--- src/rtl/sbwm_pkg.sv ---
// Shared constants for the SPI bus word monitor: phase codes, register map, reset values.
package sbwm_pkg;

    // Configuration port geometry
    localparam int CFG_IDX_W  = 3;
    localparam int CFG_DATA_W = 7;

    // Register indexes
    localparam logic [CFG_IDX_W-1:0] REG_BITS_PER_WORD      = 3'd0;
    localparam logic [CFG_IDX_W-1:0] REG_MSB_FIRST          = 3'd1;
    localparam logic [CFG_IDX_W-1:0] REG_CLOCK_IDLE_HIGH    = 3'd2;
    localparam logic [CFG_IDX_W-1:0] REG_SAMPLE_ON_TRAILING = 3'd3;
    localparam logic [CFG_IDX_W-1:0] REG_ENABLE_ACTIVE_HIGH = 3'd4;
    localparam logic [CFG_IDX_W-1:0] REG_USE_ENABLE         = 3'd5;
    localparam logic [CFG_IDX_W-1:0] REG_MOSI_USED          = 3'd6;
    localparam logic [CFG_IDX_W-1:0] REG_MISO_USED          = 3'd7;

    // Register reset values
    localparam logic [CFG_DATA_W-1:0] RST_BITS_PER_WORD = 7'd8;
    localparam logic RST_MSB_FIRST          = 1'b1;
    localparam logic RST_CLOCK_IDLE_HIGH    = 1'b0;
    localparam logic RST_SAMPLE_ON_TRAILING = 1'b0;
    localparam logic RST_ENABLE_ACTIVE_HIGH = 1'b0;
    localparam logic RST_USE_ENABLE         = 1'b1;
    localparam logic RST_MOSI_USED          = 1'b1;
    localparam logic RST_MISO_USED          = 1'b1;

    // Bus phase codes
    localparam int PHASE_W = 2;
    localparam logic [PHASE_W-1:0] PH_WAIT   = 2'd0;
    localparam logic [PHASE_W-1:0] PH_POLERR = 2'd1;
    localparam logic [PHASE_W-1:0] PH_IDLE   = 2'd2;
    localparam logic [PHASE_W-1:0] PH_ACTIVE = 2'd3;

    // Result kinds
    localparam logic KIND_WORD   = 1'b0;
    localparam logic KIND_POLERR = 1'b1;

    localparam int INDEX_W = 16;

endpackage

--- src/rtl/spi_bus_word_monitor_unit.sv ---
// Passive SPI bus monitor: deserializes MOSI/MISO words from sampled bus lines.
//
//  channel  | dir | handshake           | payload
//  ---------+-----+---------------------+---------------------------------------------
//  s_       | in  | s_valid / s_ready   | clock, mosi, miso, enable line samples
//  m_       | out | m_valid / m_ready   | kind, mosi/miso words, index, start/end tick
//  cfg_     | in  | cfg_we (no wait)    | cfg_index selects register, cfg_wdata
//
//  One sample is taken per cycle while s_ready is high; its result (zero or
//  one item) lands in the output register at the same edge and shows on m_ the next cycle.
//  s_ready is high whenever the output register is empty or is being drained,
//  so a stalled m_ side holds the input only while a result is still waiting.
//  Reset (aresetn low, synchronous) clears the bus phase, counters and the
//  tick counter, and loads the register defaults.
module spi_bus_word_monitor_unit #(
    parameter int MAX_WORD_BITS = 64,
    parameter int TICK_BITS     = 48
) (
    input  logic                           aclk,
    input  logic                           aresetn,

    input  logic                           cfg_we,
    input  logic [sbwm_pkg::CFG_IDX_W-1:0] cfg_index,
    input  logic [sbwm_pkg::CFG_DATA_W-1:0] cfg_wdata,

    input  logic                           s_valid,
    output logic                           s_ready,
    input  logic                           s_clock_level,
    input  logic                           s_mosi_level,
    input  logic                           s_miso_level,
    input  logic                           s_enable_level,

    output logic                           m_valid,
    input  logic                           m_ready,
    output logic                           m_kind,
    output logic [MAX_WORD_BITS-1:0]       m_mosi_data,
    output logic [MAX_WORD_BITS-1:0]       m_miso_data,
    output logic [sbwm_pkg::INDEX_W-1:0]   m_word_index,
    output logic [TICK_BITS-1:0]           m_start_tick,
    output logic [TICK_BITS-1:0]           m_end_tick
);
    import sbwm_pkg::*;

    localparam int BCW  = $clog2(MAX_WORD_BITS + 1);
    localparam int IDXW = $clog2(MAX_WORD_BITS);

    // Configuration registers
    logic [CFG_DATA_W-1:0] bits_per_word_reg;
    logic msb_first_reg, clock_idle_high_reg, sample_on_trailing_reg;
    logic enable_active_high_reg, use_enable_reg, mosi_used_reg, miso_used_reg;

    // Bus tracking state
    logic [TICK_BITS-1:0]     tick_reg, tick_next;
    logic                     prev_enable_reg;
    logic [PHASE_W-1:0]       phase_reg, phase_next;
    logic [BCW-1:0]           bit_count_reg, bit_count_next;
    logic [MAX_WORD_BITS-1:0] mosi_shift_reg, mosi_shift_next;
    logic [MAX_WORD_BITS-1:0] miso_shift_reg, miso_shift_next;
    logic [INDEX_W-1:0]       word_count_reg, word_count_next;
    logic [TICK_BITS-1:0]     word_start_reg, word_start_next;
    logic [TICK_BITS-1:0]     last_edge_reg, last_edge_next;

    // Output register
    logic                     m_valid_reg, m_valid_next;
    logic                     m_kind_reg;
    logic [MAX_WORD_BITS-1:0] m_mosi_reg, m_miso_reg;
    logic [INDEX_W-1:0]       m_index_reg;
    logic [TICK_BITS-1:0]     m_start_reg, m_end_reg;

    // Result of this sample
    logic                     res_fire;
    logic                     res_kind;
    logic [MAX_WORD_BITS-1:0] res_mosi, res_miso;
    logic [INDEX_W-1:0]       res_index;
    logic [TICK_BITS-1:0]     res_start, res_end;

    logic s_fire;
    logic act, pact, clk_idle;
    logic [BCW-1:0]           eff_bits;
    logic [MAX_WORD_BITS-1:0] word_mask;
    logic                     take_ok;
    logic [MAX_WORD_BITS-1:0] take_mosi, take_miso;
    logic [BCW-1:0]           take_count;

    assign s_ready = !m_valid_reg || m_ready;
    assign s_fire  = s_valid && s_ready;

    // Configuration writes
    always_ff @(posedge aclk) begin
        if (!aresetn) begin
            bits_per_word_reg      <= RST_BITS_PER_WORD;
            msb_first_reg          <= RST_MSB_FIRST;
            clock_idle_high_reg    <= RST_CLOCK_IDLE_HIGH;
            sample_on_trailing_reg <= RST_SAMPLE_ON_TRAILING;
            enable_active_high_reg <= RST_ENABLE_ACTIVE_HIGH;
            use_enable_reg         <= RST_USE_ENABLE;
            mosi_used_reg          <= RST_MOSI_USED;
            miso_used_reg          <= RST_MISO_USED;
        end else if (cfg_we) begin
            unique case (cfg_index)
                REG_BITS_PER_WORD:      bits_per_word_reg      <= cfg_wdata;
                REG_MSB_FIRST:          msb_first_reg          <= cfg_wdata[0];
                REG_CLOCK_IDLE_HIGH:    clock_idle_high_reg    <= cfg_wdata[0];
                REG_SAMPLE_ON_TRAILING: sample_on_trailing_reg <= cfg_wdata[0];
                REG_ENABLE_ACTIVE_HIGH: enable_active_high_reg <= cfg_wdata[0];
                REG_USE_ENABLE:         use_enable_reg         <= cfg_wdata[0];
                REG_MOSI_USED:          mosi_used_reg          <= cfg_wdata[0];
                REG_MISO_USED:          miso_used_reg          <= cfg_wdata[0];
                default: ;
            endcase
        end
    end

    // Saturate word length to 1..MAX_WORD_BITS
    always_comb begin
        if (bits_per_word_reg == '0) begin
            eff_bits = BCW'(1);
        end else if (bits_per_word_reg > CFG_DATA_W'(MAX_WORD_BITS)) begin
            eff_bits = BCW'(MAX_WORD_BITS);
        end else begin
            eff_bits = BCW'(bits_per_word_reg);
        end
    end

    assign word_mask = {MAX_WORD_BITS{1'b1}} >> (BCW'(MAX_WORD_BITS) - eff_bits);

    // Shift in one bit pair; stop once the word is full
    assign take_ok = bit_count_reg < eff_bits;

    always_comb begin
        take_mosi  = mosi_shift_reg;
        take_miso  = miso_shift_reg;
        take_count = bit_count_reg;
        if (take_ok) begin
            if (msb_first_reg) begin
                take_mosi = {mosi_shift_reg[MAX_WORD_BITS-2:0], s_mosi_level};
                take_miso = {miso_shift_reg[MAX_WORD_BITS-2:0], s_miso_level};
            end else begin
                take_mosi = mosi_shift_reg
                    | (MAX_WORD_BITS'(s_mosi_level) << bit_count_reg[IDXW-1:0]);
                take_miso = miso_shift_reg
                    | (MAX_WORD_BITS'(s_miso_level) << bit_count_reg[IDXW-1:0]);
            end
            take_count = bit_count_reg + BCW'(1);
        end
    end

    assign act      = use_enable_reg ? (s_enable_level == enable_active_high_reg) : 1'b1;
    assign pact     = use_enable_reg ? (prev_enable_reg == enable_active_high_reg) : 1'b1;
    assign clk_idle = (s_clock_level == clock_idle_high_reg);

    // Bus phase tracking and word framing
    always_comb begin
        phase_next      = phase_reg;
        bit_count_next  = bit_count_reg;
        mosi_shift_next = mosi_shift_reg;
        miso_shift_next = miso_shift_reg;
        word_count_next = word_count_reg;
        word_start_next = word_start_reg;
        last_edge_next  = last_edge_reg;
        tick_next       = tick_reg + TICK_BITS'(1);

        res_fire  = 1'b0;
        res_kind  = KIND_WORD;
        res_mosi  = mosi_used_reg ? (mosi_shift_reg & word_mask) : '0;
        res_miso  = miso_used_reg ? (miso_shift_reg & word_mask) : '0;
        res_index = word_count_reg;
        res_start = word_start_reg;
        res_end   = last_edge_reg;

        unique case (phase_reg)
            PH_WAIT: begin
                if (use_enable_reg) begin
                    if (act && !pact) begin
                        bit_count_next  = '0;
                        mosi_shift_next = '0;
                        miso_shift_next = '0;
                        word_count_next = '0;
                        if (clk_idle) begin
                            phase_next = PH_IDLE;
                        end else begin
                            word_start_next = tick_reg;
                            phase_next      = PH_POLERR;
                        end
                    end
                end else if (clk_idle) begin
                    bit_count_next  = '0;
                    mosi_shift_next = '0;
                    miso_shift_next = '0;
                    phase_next      = PH_IDLE;
                end
            end
            PH_POLERR: begin
                if (!use_enable_reg) begin
                    // drop the pending error
                    phase_next = PH_WAIT;
                end else if (!act) begin
                    res_fire   = 1'b1;
                    res_kind   = KIND_POLERR;
                    res_mosi   = '0;
                    res_miso   = '0;
                    res_index  = '0;
                    res_end    = tick_reg;
                    phase_next = PH_WAIT;
                end
            end
            PH_IDLE: begin
                if (!act) begin
                    bit_count_next  = '0;
                    mosi_shift_next = '0;
                    miso_shift_next = '0;
                    phase_next      = PH_WAIT;
                end else if (!clk_idle) begin
                    // leading edge
                    if (bit_count_reg == '0) begin
                        word_start_next = tick_reg;
                    end
                    last_edge_next = tick_reg;
                    if (!sample_on_trailing_reg) begin
                        bit_count_next  = take_count;
                        mosi_shift_next = take_mosi;
                        miso_shift_next = take_miso;
                    end
                    phase_next = PH_ACTIVE;
                end
            end
            PH_ACTIVE: begin
                if (!act) begin
                    // release wins over a same-tick edge; a full leading-edge word survives
                    if (!sample_on_trailing_reg && (bit_count_reg >= eff_bits)) begin
                        res_fire        = 1'b1;
                        word_count_next = word_count_reg + INDEX_W'(1);
                    end
                    bit_count_next  = '0;
                    mosi_shift_next = '0;
                    miso_shift_next = '0;
                    phase_next      = PH_WAIT;
                end else if (clk_idle) begin
                    // trailing edge
                    last_edge_next = tick_reg;
                    if (sample_on_trailing_reg) begin
                        bit_count_next  = take_count;
                        mosi_shift_next = take_mosi;
                        miso_shift_next = take_miso;
                        res_mosi = mosi_used_reg ? (take_mosi & word_mask) : '0;
                        res_miso = miso_used_reg ? (take_miso & word_mask) : '0;
                    end
                    if (bit_count_next >= eff_bits) begin
                        res_fire        = 1'b1;
                        res_end         = tick_reg;
                        word_count_next = word_count_reg + INDEX_W'(1);
                        bit_count_next  = '0;
                        mosi_shift_next = '0;
                        miso_shift_next = '0;
                    end
                    phase_next = PH_IDLE;
                end
            end
            default: begin
                bit_count_next  = '0;
                mosi_shift_next = '0;
                miso_shift_next = '0;
                phase_next      = PH_WAIT;
            end
        endcase
    end

    // Advance bus state on each accepted item
    always_ff @(posedge aclk) begin
        if (!aresetn) begin
            tick_reg        <= '0;
            prev_enable_reg <= 1'b0;
            phase_reg       <= PH_WAIT;
            bit_count_reg   <= '0;
            mosi_shift_reg  <= '0;
            miso_shift_reg  <= '0;
            word_count_reg  <= '0;
            word_start_reg  <= '0;
            last_edge_reg   <= '0;
        end else if (s_fire) begin
            tick_reg        <= tick_next;
            prev_enable_reg <= s_enable_level;
            phase_reg       <= phase_next;
            bit_count_reg   <= bit_count_next;
            mosi_shift_reg  <= mosi_shift_next;
            miso_shift_reg  <= miso_shift_next;
            word_count_reg  <= word_count_next;
            word_start_reg  <= word_start_next;
            last_edge_reg   <= last_edge_next;
        end
    end

    // Output register: load a new result, otherwise hold until taken
    always_comb begin
        m_valid_next = m_valid_reg;
        if (s_fire) begin
            m_valid_next = res_fire;
        end else if (m_ready) begin
            m_valid_next = 1'b0;
        end
    end

    always_ff @(posedge aclk) begin
        if (!aresetn) begin
            m_valid_reg <= 1'b0;
        end else begin
            m_valid_reg <= m_valid_next;
        end
    end

    always_ff @(posedge aclk) begin
        if (s_fire && res_fire) begin
            m_kind_reg  <= res_kind;
            m_mosi_reg  <= res_mosi;
            m_miso_reg  <= res_miso;
            m_index_reg <= res_index;
            m_start_reg <= res_start;
            m_end_reg   <= res_end;
        end
    end

    assign m_valid      = m_valid_reg;
    assign m_kind       = m_kind_reg;
    assign m_mosi_data  = m_mosi_reg;
    assign m_miso_data  = m_miso_reg;
    assign m_word_index = m_index_reg;
    assign m_start_tick = m_start_reg;
    assign m_end_tick   = m_end_reg;

    // Checks
    assert property (@(posedge aclk) disable iff (!aresetn)
        (m_valid_reg && (m_kind_reg == KIND_POLERR)) |->
            (m_mosi_reg == '0) && (m_miso_reg == '0) && (m_index_reg == '0))
        else $error("error frame carries nonzero word data");

    assert property (@(posedge aclk) disable iff (!aresetn)
        bit_count_reg <= BCW'(MAX_WORD_BITS))
        else $error("bit count beyond word capacity");

    assert property (@(posedge aclk) disable iff (!aresetn)
        ((phase_reg == PH_WAIT) || (phase_reg == PH_POLERR)) |-> (bit_count_reg == '0))
        else $error("partial word held outside a transfer");

    assert property (@(posedge aclk) disable iff (!aresetn)
        (m_valid_reg && (m_kind_reg == KIND_WORD)) |->
            (word_count_reg == m_index_reg + INDEX_W'(1)))
        else $error("word counter out of step with emitted index");

    assert property (@(posedge aclk) disable iff (!aresetn)
        (aresetn && s_valid && s_ready) |=> (tick_reg == $past(tick_reg) + TICK_BITS'(1)))
        else $error("tick counter did not advance on accepted item");

endmodule

--- config.mk ---
export PLATFORM = sky130hd
export DESIGN_NAME = spi_bus_word_monitor_unit
export DESIGN_NICKNAME = d
export VERILOG_FILES = /design/src/rtl/sbwm_pkg.sv /design/src/rtl/spi_bus_word_monitor_unit.sv
export SDC_FILE = /design/constraint.sdc
export NUM_CORES = 1
export LEC_CHECK = 0
export ABC_AREA = 0
export BUFFER_PORTS_ARGS = -buffer_cell sky130_fd_sc_hd__buf_2
export CORE_ASPECT_RATIO = 1.25
export CORE_UTILIZATION = 40
export DETAILED_ROUTE_END_ITERATION = 10
export PLACE_DENSITY = 0.7
export RECOVER_POWER = 50
export REMOVE_ABC_BUFFERS = 1
export SETUP_SLACK_MARGIN = 0.3
export SYNTH_ARGS = -nofsm -noshare
export SYNTH_HDL_FRONTEND = slang
export SYNTH_SLANG_ARGS = --single-unit
--- constraint.sdc ---
create_clock -name aclk -period 41.5 [get_ports aclk]
set_clock_uncertainty 0.2 [all_clocks]
set_input_delay 8.3 -clock aclk [delete_from_list [all_inputs] [get_ports aclk]]
set_output_delay 8.3 -clock aclk [all_outputs]
set_load 0.01 [all_outputs]
==> flow_metrics.tcl, run 1 <==
set metrics [dict create \
    grt.overflow.total 0 \
    drive_gt1_frac 0.0733 \
    timing.slew.headroom -1.89 \
    cp-end-kind "primary output" \
    arrival_ns 9.11 \
    antenna_found_initial 5 \
    reg2regPathDepth 19 \
    synth_edf_count 241 \
    place_hpwl_um 50300 \
    clockBufferDepth 3 \
    cts_resized 0 \
    clkTransAtPathRegs_ns 0.06 \
    final-max-slew-violation-count 441 \
    reg2reg_from "bits_per_word_reg[6]" \
    fin_tns_setup_ns 0 \
    hold_path.startpoint "res_start[12]" \
    ys_types 70 \
    clockPowerShare 0.471 \
    cts_setup_buffers 0 \
    die_area_um2 64700 \
    drtAntennaViolNets 0 \
    area_delta_synth_final_pct 13.9 \
    reg2reg_slack_ns 32.76 \
    worst_pin_slew_ns 4.34 \
    ys_top_cells_by_area "edfxtp_1 (28%), dfxtp_1 (25%), nor2_1 (4.9%), a21oi_1 (4.7%), a22o_1 (4.2%)" \
    irDropWorstVdd_uv 29.1 \
    ys_warn_count 0 \
    netlist_area_um2 25500 \
    gp_congestion 0.912 \
    netlist_instances 2596 \
    die_h_um 284 \
    ys.flop_type "dfxtp_1" \
    final_util 0.460 \
    routed_wl_um 80200 \
    async_flop_share 0 \
    seqPwrFrac 0.475 \
    cts_tree "built" \
    grt_pass1_wl_um 120000 \
    via_count 21400 \
    io_pins 262 \
    io_buffer_count 261 \
    cts_hold_buf 0 \
    fillCellCount 6095 \
    yosysMostFrequentCell "nor2_1" \
    required_ns 33.00 \
    yosysTopAreaCellShare 0.284 \
    failed_checks "capacitance limit, slew limit" \
    hold_viol 0 \
    clkLatencyLatePin_ns 0.65 \
    p_sw_frac 0.233 \
    fmax_ghz 0.0568 \
    ys_top_cells_by_count "nor2_1 (330), dfxtp_1 (313), nand2_1 (242)" \
    status "finished with violations" \
    core_area_um2 63100 \
    yosysTopAreaCell "edfxtp_1" \
    max_cap_violations 9 \
    power.leakage_nw 9.81 \
    wire_per_inst_um 22.0 \
    hold_ws_ns 0.228 \
    cts_root_buf "clkbuf_16" \
    dr.first_iter.drc_count 2201 \
    critPathMaxFanout 6 \
    start_util 0.404 \
    synth-seq-cells 554 \
    h-tree-depth 2 \
    internal_power_w 0.000918 \
    yosysSeqAreaShare 0.530 \
    cts_sinks 554 \
    grt_usage 0.236 \
    die_x_um 228 \
    combPwrFrac 0.055 \
    grt_pass1_vias 19900 \
    syn_area_per_cell_um2 9.82 \
    final_nets 2787 \
    vias_per_cell 5.90 \
    critPathLaunchType "input port" \
    setup_viol 0 \
    setup.worst_path.start "m_ready" \
    grt_setup_unrepaired "no" \
    period_minus_slack_ns 17.61 \
    hold-path-cell-count 0 \
    grt_max_degree 130 \
    hp-class "register to register" \
    firstDrtPassIters 8 \
    fin_crit_sh 0.424 \
    rows 103 \
    powerDensity_nw_per_um2 41.2 \
    switchingPower_w 0.000279 \
    drcViolationCount 0 \
    critPathKind "input port to primary output" \
    cts-buffers-inserted 58 \
]
-- kinds of logic after synthesis --
logic type | count (synthesis) | share of synthesized area
AND/OR/NAND/NOR | 858 | 0.152
multiplexers | 95 | 0.0393
XOR/XNOR | 53 | 0.0185
AO/OA/AOI/OAI | 776 | 0.209
flip-flops | 554 | 0.530
adder cells (fa/ha/maj) | 22 | 0.0108
buffers and inverters | 238 | 0.0402
-- critical path, cell delays in order --
cell	delay (ns)
buf_2	0.10
nor2b_1	0.30
inv_1	0.22
buf_2	0.19
-- power by group through the flow --
stage                     clock network [W]  logic (W)  registers (W)
after detailed placement                  0  0.0000638       0.000580
final                              0.000564  0.0000653       0.000568
after CTS                          0.000571  0.0000640       0.000568
after global routing               0.000590  0.0000690       0.000568
after global placement                    0  0.0000636       0.000580
after floorplan                           0  0.0000445       0.000581
-- through the flow --
step,power [W],std cells,setup slack (ns),cell area [µm²]
after global placement,0.000643,3526,23.99,27300
final,0.00120,3637,23.89,29000
after global routing,0.00123,3637,23.88,29000
after CTS,0.00120,3636,23.91,29400
after floorplan,0.000625,2388,20.03,24600
after detailed placement,0.000644,3526,23.92,27300
-- per-layer routing --
layer  global-route usage  part of all wire  routed length [µm]  up-vias
met5                    0           0.00034                  27        -
met4                0.140             0.062                4970        4
met3               0.0477             0.089                7160      277
met2                0.372              0.45               36200     1134
met1                0.298              0.40               31800    10200
li1                     -                 -                   -     9865
-- layout make-up --
cell class	count	area [µm²]	share of cell area
multi-input cells	1804	11000	0.380
flip-flops and latches	554	13500	0.465
diodes	1	2.50	0.0000862
inverters	30	114	0.00392
repair buffers	298	1260	0.0433
clock inverters	41	541	0.0186
clock buffers	69	1520	0.0525
well taps	840	1050	0.0362
-- layout by cell type (no fill, tap or decap), types with 59 or more instances in the layout --
cell / instances
a22o_1: 121
clkbuf_16: 59
edfxtp_1: 241
o22a_1: 120
a21oi_1: 239
dfxtp_1: 312
a22oi_1: 87
nor3_1: 66
o21ai_0: 92
nand2_1: 241
clkbuf_1: 259
nor2_1: 326
-- worst paths after layout --
kind / end
worst max-delay path: s_ready
worst min-delay path: m_start_tick[12]
worst max register to register: mosi_shift_reg[56]
worst min register to register: m_start_tick[12]
(Power assumes the default switching activity.)
==> run 2, diff against run 1 <==
--- a/config.mk
+++ b/config.mk
@@ -5,12 +5,12 @@
 export SDC_FILE = /design/constraint.sdc
 export NUM_CORES = 1
 export LEC_CHECK = 0
-export ABC_AREA = 0
+export ABC_AREA = 1
 export BUFFER_PORTS_ARGS = -buffer_cell sky130_fd_sc_hd__buf_2
 export CORE_ASPECT_RATIO = 1.25
 export CORE_UTILIZATION = 40
 export DETAILED_ROUTE_END_ITERATION = 10
-export PLACE_DENSITY = 0.7
+export PLACE_DENSITY = 0.71
 export RECOVER_POWER = 50
 export REMOVE_ABC_BUFFERS = 1
 export SETUP_SLACK_MARGIN = 0.3
==> constraint.sdc (replaced) <==
create_clock -name aclk -period 15.15 [get_ports aclk]
set_clock_uncertainty 0.2 [all_clocks]
set_input_delay 3.03 -clock aclk [delete_from_list [all_inputs] [get_ports aclk]]
set_output_delay 3.03 -clock aclk [all_outputs]
set_load 0.01 [all_outputs]
==> flow_metrics.tcl, run 2 <==
set metrics [dict create \
    status "finished with violations" \
    failed_checks "capacitance limit, slew limit" \
    die_area_um2 79900 \
    arrival_ns 11.19 \
    cts_hold_buf 0 \
    die_x_um 253 \
    mostFrequentLayoutCells "nand2_1 (1294), a21oi_1 (529), nand3_1 (426)" \
    gp_congestion 1.00 \
    drive_gt1_frac 0.0398 \
    period_minus_slack_ns 10.93 \
    yosysTopAreaCell "edfxtp_1" \
    syn_area_per_cell_um2 6.89 \
    drtAntennaViolNets 0 \
    antenna_found_initial 2 \
    cts_resized 0 \
    cp_top_family "simple AND/OR/NAND/NOR gates" \
    async_flop_share 0 \
    ys_top_cells_by_area "edfxtp_1 (23%), dfxtp_1 (20%), nand2_1 (15%), a21oi_1 (8.4%), nand3_1 (6.8%)" \
    critPathLaunchType "input port" \
    routed_wl_um 111000 \
    rows 114 \
    ys_top_cells_by_count "nand2_1 (1295), a21oi_1 (529), nand3_1 (427)" \
    finalPower_w 0.00350 \
    crit_chain "clkbuf_1 -> inv_1 -> nand2_1 -> nand3_1 -> nand2_2 -> inv_1 -> nand2_1 -> clkinvlp_2 -> buf_4 -> o21ai_0 -> nand2_1 -> a21oi_1" \
    firstDrtPassIters 6 \
    p_sw_frac 0.281 \
    worst_pin_slew_ns 3.93 \
    irDropWorstVdd_uv 89.3 \
    fin_cells 5717 \
    postPlaceCellArea_um2 33300 \
    critPathKind "input port to register" \
    dr.first_iter.drc_count 2907 \
    switchingPower_w 0.000986 \
    layout_commonest_cell "nand2_1" \
    setup_viol 0 \
    synth-adder-area-share 0.00873 \
    critPathMaxFanout 104 \
    wire_per_inst_um 19.4 \
    hold_viol 0 \
    synth_edf_count 241 \
    cts_sinks 554 \
    fin_tns_setup_ns 0 \
    synthMuxAreaShare 0 \
    ys_types 44 \
    hp-class "register to register" \
    netlist_instances 4573 \
    internal_power_w 0.00252 \
    hold_ws_ns 0.231 \
    critPathBufInv 5 \
    cts-buffers-inserted 58 \
    netlist_area_um2 31500 \
    max_cap_violations 9 \
    grt_max_degree 244 \
    crit_end "m_miso_data[13]" \
    cts_root_buf "clkbuf_16" \
    grt_setup_unrepaired "no" \
    power.leakage_nw 13.1 \
    clkLatencyLatePin_ns 0.67 \
    seqPwrFrac 0.457 \
    r2r-end "m_miso_data[13]" \
    powerDensity_nw_per_um2 101 \
    grt_usage 0.271 \
    clockPowerShare 0.429 \
    io_pins 262 \
    die_h_um 316 \
    grt_pass1_vias 29400 \
    cts_setup_buffers 0 \
    path_depth 12 \
    fillCellCount 8006 \
    synth_top_family_by_area "simple AND/OR/NAND/NOR gates" \
    clockBufferDepth 3 \
    yosysTopAreaCellShare 0.230 \
    cts_tree "built" \
    ys_warn_count 0 \
    core_area_um2 77700 \
    fmax_ghz 0.0915 \
    cp-end-kind "register" \
    io_buffer_count 261 \
    grt.overflow.total 0 \
    synth-seq-cells 554 \
    yosysSeqAreaShare 0.428 \
    crit_top_cell "nand2_1" \
    reg2regPathDepth 9 \
    reg2reg_slack_ns 6.26 \
    max_stage_delay_ns 2.53 \
    required_ns 15.41 \
    synth_compound_area_frac 0.164 \
    finalInstanceArea_um2 34800 \
    drcViolationCount 0 \
    via_count 31600 \
    clkTransAtPathRegs_ns 0.06 \
    fin_crit_sh 0.721 \
    combPwrFrac 0.114 \
    area_delta_synth_final_pct 10.5 \
    grt_pass1_wl_um 169000 \
    reg2reg_from "use_enable_reg" \
    h-tree-depth 2 \
    vias_per_cell 5.52 \
    timing.slew.headroom -1.62 \
    synthXorXnorAreaFrac 0.0122 \
    crit_path_top_delay_cell "nand3_1" \
    place_hpwl_um 68700 \
    dpl.cell_count 5606 \
    yosysMostFrequentCell "nand2_1" \
    start_util 0.406 \
    synthSimpleGateAreaFrac 0.294 \
    ys.flop_type "dfxtp_1" \
    setup.worst_path.start "s_enable_level" \
    final_nets 4663 \
    final-max-slew-violation-count 694 \
]
## run 2: cell count changes after synthesis, sizes merged, moves of 41 or more
cell	delta
mux2	-41
o22a	-120
clkbuf	+72
mux2i	-54
o21ai	+292
a22o	-121
inv	+401
nand3	+386
a22oi	-81
a21oi	+290
nand2	+1058
## run 2: cell families (layout without fill, tap and decap cells)
kind of cell,Yosys count,count (layout)
adders and majority gates,22,22
AOI/OAI and AO/OA,992,992
xor gates and xnor gates,44,44
other,0,1
DFF,554,554
and+or+nand+nor,2208,2208
buffers and inverters,753,852
## run 2: power groups by stage
stage	Sequential [W]	Combinational, W	Clock (W)
after CTS	0.00160	0.000393	0.00154
after global routing	0.00160	0.000435	0.00159
after floorplan	0.00164	0.000248	0
after detailed placement	0.00163	0.000392	0
after global placement	0.00163	0.000389	0
final	0.00160	0.000400	0.00150
## run 2: worst min path at each step
stage	startpoint	end	slack [ns]	cells past startpoint
after global routing	res_start[2]	m_start_tick[2]	0.24	0
after floorplan	res_start[0]	m_start_tick[0]	0.21	0
after CTS	res_start[10]	m_start_tick[10]	0.23	0
final	res_start[13]	m_start_tick[13]	0.23	0
after global placement	res_start[8]	m_start_tick[8]	0.21	0
after detailed placement	res_start[45]	m_start_tick[45]	0.22	0
## run 2: per-stage QoR
step                 util  setup WS, ns
finish              0.448          4.22
floorplan               -          1.86
detailed placement  0.428          7.02
global route        0.448          3.71
global placement    0.428          7.12
CTS                 0.453          7.73
## run 2: routing by layer
metal | vias up | GRT usage | routed length [µm]
li1 | 15100 | - | -
met1 | 14400 | 0.316 | 41000
met2 | 1647 | 0.448 | 51300
met3 | 416 | 0.0639 | 11100
met4 | 2 | 0.175 | 7420
met5 | - | 0 | 9
## run 2: area by class of cell
class,count,area [µm²],share of cell area
multi-input cells,3266,15100,0.433
flip-flops and latches,554,13500,0.388
inverters,439,1660,0.0476
clock buffers,68,1500,0.0430
repair buffers,303,1310,0.0375
well taps,1044,1310,0.0375
clock inverters,42,470,0.0135
diodes,1,2.50,0.0000718
